`config.mk`:
```
export PLATFORM = sky130hd
export DESIGN_NAME = subpicture_stream_select
export DESIGN_NICKNAME = d
export VERILOG_FILES = /design/src/rtl/ssel_pkg.sv /design/src/rtl/ssel_ram.sv /design/src/rtl/ssel_ctrl.sv /design/src/rtl/ssel_datapath.sv /design/src/rtl/subpicture_stream_select.sv
export SDC_FILE = /design/constraint.sdc
export NUM_CORES = 1
export LEC_CHECK = 0
export ABC_AREA = 1
export BUFFER_PORTS_ARGS = -buffer_cell sky130_fd_sc_hd__buf_2
export CORE_ASPECT_RATIO = 1.25
export CORE_UTILIZATION = 55
export DETAILED_ROUTE_END_ITERATION = 12
export PLACE_DENSITY = 0.72
export SLEW_MARGIN = 20
export SYNTH_ARGS = -nofsm -noshare
export SYNTH_HDL_FRONTEND = slang
export SYNTH_SLANG_ARGS = --single-unit
```
`constraint.sdc`:
```
create_clock -name clk -period 4.5 [get_ports clk]
set_input_delay 0.9 -clock clk [delete_from_list [all_inputs] [get_ports clk]]
set_output_delay 0.9 -clock clk [all_outputs]
set_load 0.02 [all_outputs]
```
`src/rtl/ssel_pkg.sv`:
```
`timescale 1ns / 1ps
`default_nettype none

package ssel_pkg;

	// table geometry
	localparam int ENTRIES = 32;
	localparam int IDX_W   = (ENTRIES > 1) ? $clog2(ENTRIES) : 1;

	// operation codes (tuser of the input beat)
	localparam logic [1:0] OP_WRITE_ENTRY = 2'd0;
	localparam logic [1:0] OP_WRITE_REG   = 2'd1;
	localparam logic [1:0] OP_SELECT      = 2'd2;

	// result status codes (tuser of the output beat)
	localparam logic [1:0] STAT_WRITE_DONE = 2'd0;
	localparam logic [1:0] STAT_ON         = 2'd1;
	localparam logic [1:0] STAT_OFF        = 2'd2;
	localparam logic [1:0] STAT_NOT_TITLE  = 2'd3;

	// aspect and crop codes
	localparam logic [1:0] ASPECT_4_3     = 2'd0;
	localparam logic [1:0] ASPECT_16_9    = 2'd3;
	localparam logic [1:0] CROP_WIDE      = 2'd0;
	localparam logic [1:0] CROP_LETTERBOX = 2'd1;
	localparam logic [1:0] CROP_PANSCAN   = 2'd2;

	localparam int PRESENT_BIT = 31;

	// controller to datapath
	typedef struct packed {
		logic load;      // input beat accepted, latch the item
		logic rd_issue;  // read table at scan address, advance it
		logic finish;    // apply the item and load the output register
	} cmd_t;

	// datapath to controller
	typedef struct packed {
		logic in_is_scan;  // beat on the input is a title-domain select
		logic addr_last;   // scan address is the last entry
		logic out_free;    // output register can take a result this cycle
	} stat_t;

	typedef struct packed {
		logic       ok;
		logic [4:0] num;
	} stream_t;

	function automatic stream_t stream_of(input logic [31:0] word, input logic [1:0] aspect,
			input logic [1:0] crop);
		stream_t r;
		r.ok  = 1'b0;
		r.num = 5'd0;
		if (aspect == ASPECT_4_3) begin
			r.ok  = 1'b1;
			r.num = word[28:24];
		end else if (aspect == ASPECT_16_9) begin
			case (crop)
				CROP_WIDE: begin
					r.ok  = 1'b1;
					r.num = word[20:16];
				end
				CROP_LETTERBOX: begin
					r.ok  = 1'b1;
					r.num = word[12:8];
				end
				CROP_PANSCAN: begin
					r.ok  = 1'b1;
					r.num = word[4:0];
				end
				default: begin
					r.ok  = 1'b0;
					r.num = 5'd0;
				end
			endcase
		end
		return r;
	endfunction

endpackage

`default_nettype wire

```
`src/rtl/ssel_ram.sv`:
```
`timescale 1ns / 1ps
`default_nettype none

module ssel_ram #(
	parameter int WIDTH = 32,
	parameter int DEPTH = 32
) (
	input  wire logic                              clk,
	input  wire logic                              we,
	input  wire logic [$clog2(DEPTH > 1 ? DEPTH : 2)-1:0] waddr,
	input  wire logic [WIDTH-1:0]                  wdata,
	input  wire logic [$clog2(DEPTH > 1 ? DEPTH : 2)-1:0] raddr,
	output logic      [WIDTH-1:0]                  rdata
);

	logic [WIDTH-1:0] mem_q [DEPTH];

	always_ff @(posedge clk) begin
		if (we) begin
			mem_q[waddr] <= wdata;
		end
		rdata <= mem_q[raddr];
	end

endmodule

`default_nettype wire

```
`src/rtl/ssel_ctrl.sv`:
```
`timescale 1ns / 1ps
`default_nettype none

module ssel_ctrl (
	input  wire logic           clk,
	input  wire logic           arst_n,
	input  wire logic           s_tvalid,
	output logic                s_tready,
	input  wire ssel_pkg::stat_t stat,
	output ssel_pkg::cmd_t      cmd
);
	import ssel_pkg::*;

	typedef enum logic [1:0] {
		S_IDLE,
		S_SCAN,
		S_DRAIN,
		S_FINISH
	} state_t;

	state_t state_q;
	logic   ready_q;

	assign s_tready = ready_q;

	always_comb begin
		cmd          = '0;
		cmd.load     = s_tvalid && ready_q;
		cmd.rd_issue = (state_q == S_SCAN);
		cmd.finish   = (state_q == S_FINISH) && stat.out_free;
	end

	always_ff @(posedge clk or negedge arst_n) begin
		if (!arst_n) begin
			state_q <= S_IDLE;
			ready_q <= 1'b1;
		end else begin
			unique case (state_q)
				S_IDLE: begin
					if (s_tvalid && ready_q) begin
						ready_q <= 1'b0;
						state_q <= stat.in_is_scan ? S_SCAN : S_FINISH;
					end
				end
				S_SCAN: begin
					if (stat.addr_last) begin
						state_q <= S_DRAIN;
					end
				end
				S_DRAIN: begin
					state_q <= S_FINISH;
				end
				S_FINISH: begin
					if (stat.out_free) begin
						state_q <= S_IDLE;
						ready_q <= 1'b1;
					end
				end
				default: begin
					state_q <= S_IDLE;
					ready_q <= 1'b1;
				end
			endcase
		end
	end

endmodule

`default_nettype wire

```
`src/rtl/ssel_datapath.sv`:
```
`timescale 1ns / 1ps
`default_nettype none

module ssel_datapath (
	input  wire logic           clk,
	input  wire logic           arst_n,
	input  wire logic [1:0]     s_tuser,
	input  wire logic [71:0]    s_tdata,
	output logic                m_tvalid,
	input  wire logic           m_tready,
	output logic [1:0]          m_tuser,
	output logic [23:0]         m_tdata,
	input  wire ssel_pkg::cmd_t cmd,
	output ssel_pkg::stat_t     stat
);
	import ssel_pkg::*;

	// latched item
	logic [1:0]  op_q;
	logic [4:0]  idx_q;
	logic [31:0] word_q;
	logic [15:0] regv_q;
	logic [6:0]  req_q;
	logic [1:0]  aspect_q;
	logic [1:0]  crop_q;
	logic        title_q;

	// scan state
	logic [IDX_W-1:0] addr_q;
	logic             rd_s1;
	logic [IDX_W-1:0] idx_s1;
	logic             vld_s1;
	logic [31:0]      rdata_s1;
	logic             found_q;
	logic [4:0]       best_q;
	logic [IDX_W-1:0] best_idx_q;

	logic [ENTRIES-1:0] valid_q;
	logic [15:0]        sel_reg_q;

	// output register
	logic        out_valid_q;
	logic [1:0]  out_status_q;
	logic [15:0] out_reg_q;
	logic [4:0]  out_chosen_q;

	logic        ram_we;
	stream_t     strm;
	logic        req_ok;
	logic        cand;
	logic [1:0]  status_d;
	logic [15:0] reg_d;
	logic [4:0]  chosen_d;

	assign stat.in_is_scan = (s_tuser == OP_SELECT) && s_tdata[64];
	assign stat.addr_last  = (addr_q == IDX_W'(ENTRIES - 1));
	assign stat.out_free   = !out_valid_q || m_tready;

	assign ram_we = cmd.finish && (op_q == OP_WRITE_ENTRY)
		&& ({1'b0, idx_q} < 6'(ENTRIES));

	ssel_ram #(
		.WIDTH(32),
		.DEPTH(ENTRIES)
	) u_table (
		.clk  (clk),
		.we   (ram_we),
		.waddr(idx_q[IDX_W-1:0]),
		.wdata(word_q),
		.raddr(addr_q),
		.rdata(rdata_s1)
	);

	// candidate test on the entry read last cycle
	assign strm   = stream_of(rdata_s1, aspect_q, crop_q);
	assign req_ok = !req_q[6] && !req_q[5];
	assign cand   = rd_s1 && vld_s1 && rdata_s1[PRESENT_BIT] && strm.ok && req_ok
		&& (strm.num >= req_q[4:0]) && (!found_q || (strm.num < best_q));

	always_comb begin
		status_d = STAT_WRITE_DONE;
		reg_d    = sel_reg_q;
		chosen_d = 5'd0;
		case (op_q)
			OP_WRITE_ENTRY: status_d = STAT_WRITE_DONE;
			OP_WRITE_REG:   reg_d    = regv_q;
			OP_SELECT: begin
				if (!title_q) begin
					status_d = STAT_NOT_TITLE;
				end else if (found_q) begin
					status_d = STAT_ON;
					chosen_d = 5'(best_idx_q);
					reg_d    = {sel_reg_q[15:7], 1'b1, 1'b0, 5'(best_idx_q)};
				end else begin
					status_d = STAT_OFF;
					reg_d    = {sel_reg_q[15:7], 1'b0, sel_reg_q[5:0]};
				end
			end
			default: status_d = STAT_WRITE_DONE;
		endcase
	end

	always_ff @(posedge clk) begin
		if (cmd.load) begin
			op_q     <= s_tuser;
			idx_q    <= s_tdata[4:0];
			word_q   <= s_tdata[36:5];
			regv_q   <= s_tdata[52:37];
			req_q    <= s_tdata[59:53];
			aspect_q <= s_tdata[61:60];
			crop_q   <= s_tdata[63:62];
			title_q  <= s_tdata[64];
		end
		idx_s1 <= addr_q;
		vld_s1 <= valid_q[addr_q];
		if (cand) begin
			best_q     <= strm.num;
			best_idx_q <= idx_s1;
		end
		if (cmd.finish) begin
			out_status_q <= status_d;
			out_reg_q    <= reg_d;
			out_chosen_q <= chosen_d;
		end
	end

	always_ff @(posedge clk or negedge arst_n) begin
		if (!arst_n) begin
			addr_q      <= '0;
			rd_s1       <= 1'b0;
			found_q     <= 1'b0;
			valid_q     <= '0;
			sel_reg_q   <= 16'd0;
			out_valid_q <= 1'b0;
		end else begin
			rd_s1 <= cmd.rd_issue;
			if (cmd.load) begin
				addr_q  <= '0;
				found_q <= 1'b0;
			end else begin
				if (cmd.rd_issue) begin
					addr_q <= addr_q + 1'b1;
				end
				if (cand) begin
					found_q <= 1'b1;
				end
			end
			if (ram_we) begin
				valid_q[idx_q[IDX_W-1:0]] <= 1'b1;
			end
			if (cmd.finish) begin
				sel_reg_q   <= reg_d;
				out_valid_q <= 1'b1;
			end else if (m_tready) begin
				out_valid_q <= 1'b0;
			end
		end
	end

	assign m_tvalid = out_valid_q;
	assign m_tuser  = out_status_q;
	assign m_tdata  = {3'b000, out_chosen_q, out_reg_q};

	a_found_not_below_req: assert property (@(posedge clk) disable iff (!arst_n)
		found_q |-> (best_q >= req_q[4:0]) && req_ok)
		else $error("best stream below requested stream");

	a_on_sets_bit6: assert property (@(posedge clk) disable iff (!arst_n)
		(out_valid_q && (out_status_q == STAT_ON))
			|-> out_reg_q[6] && (out_reg_q[4:0] == out_chosen_q))
		else $error("stream on without bit 6 and index in register");

	a_off_clears_bit6: assert property (@(posedge clk) disable iff (!arst_n)
		(out_valid_q && (out_status_q != STAT_ON)) |-> (out_chosen_q == 5'd0)
			&& ((out_status_q != STAT_OFF) || !out_reg_q[6]))
		else $error("no-match result with bit 6 or index set");

	a_finish_fills_output: assert property (@(posedge clk) disable iff (!arst_n)
		cmd.finish |=> out_valid_q && (sel_reg_q == out_reg_q))
		else $error("finished item missing from output register");

endmodule

`default_nettype wire

```
`src/rtl/subpicture_stream_select.sv`:
```
`timescale 1ns / 1ps
`default_nettype none

// sub-picture stream selector: keeps a table of ENTRIES sub-picture control words and
// a 16-bit select register. each input beat carries one command (in s_tuser) and
// returns exactly one result beat. a table write or a register write is latched on
// accept and then applied, which loads the output register with the result. a
// title-domain select scans the table one entry per cycle through the single read port
// of the table ram: after the latch it reads every entry in turn, drains the last read
// and then applies the result; a select outside the title domain is latched and
// applied like a write. every item is applied only once the output register is free.
// the result goes into an output register, so a waiting result does not hold off the
// next accept; the next result then waits until the output beat is taken. a match
// picks the present entry with the smallest stream number not below the requested
// one, lowest index on ties, and sets bit 6 plus the index in the register; no match
// clears bit 6 only. unknown aspect or crop codes and requests outside 0..31 never
// match. writes to indexes at or above ENTRIES are dropped but still answered.
module subpicture_stream_select (
	input  wire logic        clk,
	input  wire logic        arst_n,
	// input beat
	input  wire logic        s_tvalid,
	output logic             s_tready,
	// [4:0] entry_index, [36:5] entry_word, [52:37] register_value,
	// [59:53] requested_stream (signed), [61:60] video_aspect, [63:62] crop_mode,
	// [64] in_title_domain, [71:65] zero
	input  wire logic [71:0] s_tdata,
	// [1:0] operation
	input  wire logic [1:0]  s_tuser,
	// result beat
	output logic             m_tvalid,
	input  wire logic        m_tready,
	// [15:0] subpicture_register, [20:16] chosen_entry, [23:21] zero
	output logic [23:0]      m_tdata,
	// [1:0] status
	output logic [1:0]       m_tuser
);
	import ssel_pkg::*;

	// command and status between sequencer and datapath
	cmd_t  cmd;
	stat_t stat;

	// sequencer: idle, table scan, pipeline drain, result hand-off
	ssel_ctrl u_ctrl (
		.clk     (clk),
		.arst_n  (arst_n),
		.s_tvalid(s_tvalid),
		.s_tready(s_tready),
		.stat    (stat),
		.cmd     (cmd)
	);

	// datapath: item latch, table ram with valid bits, best-match tracking,
	// select register and output register
	ssel_datapath u_dp (
		.clk     (clk),
		.arst_n  (arst_n),
		.s_tuser (s_tuser),
		.s_tdata (s_tdata),
		.m_tvalid(m_tvalid),
		.m_tready(m_tready),
		.m_tuser (m_tuser),
		.m_tdata (m_tdata),
		.cmd     (cmd),
		.stat    (stat)
	);

endmodule

`default_nettype wire
```
After elaboration in Yosys (flattened, before gate mapping)
Memories as Yosys holds them, arrays and structs flattened. A register that Yosys moved wholly into a read port is not among the register bits.
Index checks and enable logic that the tools add are counted.
{"block": "classes", "reduce_logical": 29, "muxes": 28, "n_lt_le_gt_ge": 5, "addsub": 1, "n_eq_ne": 13, "n_bitwise": 1}
{"op": "$or 32x32->32", "count": 1}
{"op": "$pmux 16 s2", "count": 1}
{"op": "$pmux 6 s3", "count": 1}
{"op": "$mux 7", "count": 2}
{"op": "$eq 2x2->1 const B", "count": 6}
{"op": "$logic_and 1x1->1", "count": 12}
{"op": "$lt 5x6->1 const B", "count": 2}
{"op": "$mux 2", "count": 6}
{"op": "$mux 6", "count": 2}
{"op": "$mux 1", "count": 10}
{"op": "$mux 5", "count": 2}
{"op": "$reduce_and 3->1", "count": 3}
{"op": "$logic_not 2->1", "count": 4}
{"op": "$pmux 2 s4", "count": 1}
{"op": "$reduce_bool 2->1", "count": 4}
{"op": "$eq 2x1->1 const B", "count": 3}
{"op": "$add 5x1->5 const B", "count": 1}
{"op": "$bmux 1 s5", "count": 1}
{"op": "$demux 1 s5", "count": 1}
{"op": "$eq 5x5->1 const B", "count": 1}
{"op": "$ge 5x1->1 const B", "count": 1}
{"op": "$ge 5x5->1", "count": 1}
{"op": "$lt 5x5->1", "count": 1}
{"op": "$logic_not 1->1", "count": 4}
{"op": "4 further kinds", "count": 6}
{"block": "word_totals", "in_bits": 78, "output_inout_bits": 28, "memories": 1, "regBits": 165, "ramBits": 1024, "elab_cells": 101}
{"memory": "u_dp.u_table.mem_q", "depth": 32, "word_bits": 32, "rd": 1, "rd_ports_with_merged_regs": 1, "wr": 1, "line_no": "ssel_ram.sv:16", "text": "logic [WIDTH-1:0] mem_q [DEPTH];"}

Depth between registers and ports, before layout
{"block": "logic_depth", "ltp_word": 10, "ltp_mapped": 14, "ltp_nobuf": 13}

By module
From an unflattened synthesis, not the netlist that was laid out.
{"block": "unflattened", "hier_cells": 4095, "hier_area_um2": 49085.8}
{"mod": "ssel_ram", "cells_per_inst": 3536, "n_inst": 1, "area_per_inst_um2": 42405.7}
{"mod": "ssel_datapath", "cells_per_inst": 519, "n_inst": 1, "area_per_inst_um2": 6386.1}
{"mod": "ssel_ctrl", "cells_per_inst": 40, "n_inst": 1, "area_per_inst_um2": 294.0}

Least setup slack after synthesis
OpenSTA, ideal clock, no wires.
{"block": "synth_timing", "path_type": "input -> register", "start": "in m_tready", "end": "mem u_dp.u_table.mem_q[0][0], enable pin", "t_required_ns": 4.100, "path_slack_ns": 1.526, "cell_stages": 6, "setup_ns": 0.400, "arrival_time_ns": 2.574, "cell_sequence": "inv_1 > nand2_1 > nand2_1 > nor2_1 > nand4_1 > nor2_1"}
{"block": "synth_between", "elab_chain_len": 5}
{"item": "start: declaration", "line_no": "subpicture_stream_select.sv:32", "text": "input wire logic m_tready,"}
{"item": "$logic_or 1x1->1", "line_no": "ssel_datapath.sv:57", "text": "assign stat.out_free = !out_valid_q || m_tready;"}
{"item": "$logic_and 1x1->1", "line_no": "ssel_ctrl.sv:30", "text": "cmd.finish = (state_q == S_FINISH) && stat.out_free;"}
{"item": "$logic_and 1x1->1", "line_no": "ssel_datapath.sv:59", "text": "assign ram_we = cmd.finish && (op_q == OP_WRITE_ENTRY)"}
{"item": "$mux 1", "line_no": "ssel_ram.sv:19", "text": "if (we) begin"}
{"item": "$mux 1 (implied by the code)", "line_no": "ssel_ram.sv:20", "text": "mem_q[waddr] <= wdata;"}
{"item": "end: declaration", "line_no": "ssel_ram.sv:16"}
Every way passes these cells.

==> impl_results.md <==
- Setup repair bufs after CTS: 0
- Relative slew slack: 0.310
- Setup skew after layout: 0.0205 ns
- Clock insertion delay at the later pin of the skew report: 0.65 ns
- Dominant register cell in the synthesized netlist: edfxtp_1
- Detailed router's first-iteration violation count: 2226
- Setup_tns: 0 ns
- Critical path type: flip-flop to flip-flop
- Via count of the first global-routing pass: 21200
- Clk slew on worst S/H paths: 0.06 ns
- Core outline area: 0.0599 mm²
- Data required time of the critical path: 4.75 ns
- Maximum level of the CTS H-tree: 3
- Fraction of layout instances using a drive strength above 1: 0.117
- Startpoint Class: flip-flop
- Final Critical Period: 3.46 ns
- Final wirelength: 82100 µm
- Die Height: 278 µm
- Final-stage net count: 2951
- Commonest non-fill, non-tap cells in the layout: 761 x edfxtp_1, 470 x nand2_1, 442 x nor2_1, 283 x o21ai_0, 230 x nand3_1
- Antenna viol nets, final: 0
- Post-route fraction of the period consumed by the critical path: 0.769
- Total Die Area: 0.0620 mm²
- Number of hold-repair buffers added at the cts stage: 0
- Yosys reg bits: 847
- DRC Markers: 0
- Number of inserted diodes: 0
- Final worst hold slack: 0.289 ns
- Global-route wire length before repair: 123000 µm
- Worst supply voltage drop on vdd: 0.381 mV
- Sink Count: 847
- Arrival @ worst endpoint: 3.71 ns
- Dpl hpwl: 45800 µm
- Count of flip-flops with a built-in enable after synthesis: 761
- Cell Count, Final, Fillers Out: 3683
- Worst Reg2Reg Path Length in Cells: 9
- Remaining global-route overflow: 0
- Filler instances: 4362
- Total instance count after detailed placement: 3529
- Number of synthesis warnings: 0
- Area added between synthesis and finish: 12.2%
- Routed len/inst: 22.3 µm
- Most common cell after layout, fill and taps aside: edfxtp_1
- IO Count: 106
- Number of slew-limit violations in the final report: 0
- Number of I/O port buffers: 84
- Maximum fanout count along the critical path: 10
- Maximum number of pins on one net before global-route repair: 147
- Starting utilization of the core area: 0.560
- RD Place Congestion: 0.868
- CTS Root Cell: clkbuf_16
- Hold Violations, Final: 0
- Total via count in the routed design: 21600
- Share of synthesized area occupied by flip-flops and latches: 0.741
- DRT Pass-1 Iters: 8
- Die boundary width: 223 µm
- Average instance area after synthesis: 12.2 µm²
- Setup repair after global routing missed its margin: no
- Total power per unit cell area: 579 mW/mm²
- Clock Tree Buf Depth: 3
- Final count of negative-setup-slack endpoints: 0
- Initial antenna violation count: 2
- Quantity of gates resized following cts: 0
- Run status: finished clean
- Number of distinct library cells after synthesis: 30
- GRT Overall Usage: 0.267
- CP endpoint kind: flip-flop
- Number of buffers created by CTS: 81
- Share of synthesized registers carrying an async set or reset: 0.0697
- FP Rows: 100
- Clock tree from TritonCTS: done
- FF-to-FF End: u_dp.best_q[3]$_DFFE_PP_
- Slack of the worst reg-to-reg path: 1.04 ns
- Leakage power of the design: 13.6 nW
- Tightest Pin Transition: 1.04 ns
- Path category of the worst min-delay check: input port to async pin
- Launch point of the worst reg-to-reg path: u_dp.aspect_q[1]$_DFFE_PP_
- Number of max-cap violations: 0
- Instance count of the mapped netlist: 2759
- Cell area after synthesis: 0.0335 mm²
- Achievable Freq: 289 MHz
- Post-detailed-route via-to-cell ratio: 5.86
-- synth_stat cells (5+ instances only) --
cell | count | area [µm²]
inv_1 | 93 | 349
buf_6 | 22 | 248
dfxtp_1 | 27 | 541
a21oi_1 | 64 | 320
edfxtp_1 | 761 | 22900
o21ai_0 | 283 | 1420
clkbuf_1 | 56 | 210
or2_2 | 20 | 125
nor2_1 | 475 | 1780
buf_1 | 6 | 22.5
o211ai_1 | 50 | 375
o21ai_1 | 28 | 140
nand2_1 | 470 | 1760
a31oi_1 | 5 | 31.3
nand4_1 | 10 | 62.6
buf_4 | 10 | 75.1
buf_2 | 60 | 300
nand3_1 | 230 | 1150
dfrtp_1 | 58 | 1450
ha_1 | 19 | 238
-- report_power, final --
part | switching, mW | internal [mW] | leakage (nW) | total (mW)
Clock | 2.85 | 3.93 | 1.29 | 6.78
Sequential | 0.275 | 9.10 | 7.81 | 9.38
Combinational | 4.04 | 1.59 | 4.54 | 5.63
-- worst max-delay path by stage --
stage	startpoint	end	slack, ns	depth (start not counted)
floorplan	m_tready	u_dp.u_table.mem_q[0][0]$_DFFE_PP_	1.53	6
global placement	m_tready	u_dp.u_table.mem_q[26][24]$_DFFE_PP_	1.06	8
finish	u_dp.aspect_q[1]$_DFFE_PP_	u_dp.best_q[3]$_DFFE_PP_	1.04	9
detailed placement	m_tready	u_dp.u_table.mem_q[27][24]$_DFFE_PP_	1.01	8
global route	u_dp.aspect_q[1]$_DFFE_PP_	u_dp.best_q[3]$_DFFE_PP_	0.91	10
CTS	u_dp.crop_q[1]$_DFFE_PP_	u_dp.best_q[1]$_DFFE_PP_	1.04	9
-- area by class of cell --
class / count / area [µm²] / area share
timing repair buffer: 164 / 1240 / 0.0328
tap: 765 / 957 / 0.0254
clock buffer: 114 / 2270 / 0.0602
sequential: 847 / 24900 / 0.661
inverter: 97 / 374 / 0.00994
clock inverter: 33 / 382 / 0.0101
multi-input combinational: 1663 / 7550 / 0.201
-- cells by family (layout without fill, tap and decap cells) --
kind of cell | after synthesis | count (layout) | synth area share
and+or+nand+nor | 1209 | 1209 | 0.146
DFF | 847 | 847 | 0.741
AOI/OAI and AO/OA | 432 | 432 | 0.0685
buffers and inverters | 251 | 408 | 0.0364
adders and majority gates | 19 | 19 | 0.00709
other | 1 | 3 | 0.000112
-- layer usage --
metal  up-vias  track usage  routed length (µm)
met4         2        0.135                3820
met5         -            0                  13
met2      1006        0.452               40800
met3       173       0.0429                6780
li1       9842            -                   -
met1     10500        0.334               30700
-- critical path: stages, from the launching register on --
cell      delay [ns]
edfxtp_1        0.39
nor2_1          0.53
a21oi_1         0.17
a31oi_1         0.40
ha_1            0.34
a21oi_1         0.15
nor2_1          0.05
a211oi_1        0.17
nand2_1         0.07
a21oi_1         0.79
-- metrics by stage --
step | power (mW) | cell area [µm²] | util | setup slack [ns]
after floorplan | 13.5 | 33600 | - | 1.53
after global placement | 14.8 | 34800 | 0.580 | 1.06
after detailed placement | 15.0 | 34900 | 0.582 | 1.01
after CTS | 21.8 | 37500 | 0.626 | 1.04
after global routing | 22.8 | 37600 | 0.628 | 0.906
final | 21.8 | 37600 | 0.628 | 1.04
-- sequential cells by signal (all words and copies together), names as in the netlist, 7 cells and up --
| signal | cells |
|---|---|
| u_dp.valid_q | 32 |
| u_dp.u_table.rdata | 21 |
| u_dp.regv_q | 16 |
| u_dp.sel_reg_q | 16 |
| u_dp.req_q | 7 |
| u_dp.out_reg_q | 16 |
| u_dp.u_table.mem_q | 672 |
| u_dp.word_q | 21 |
(Power assumes the default switching activity.)
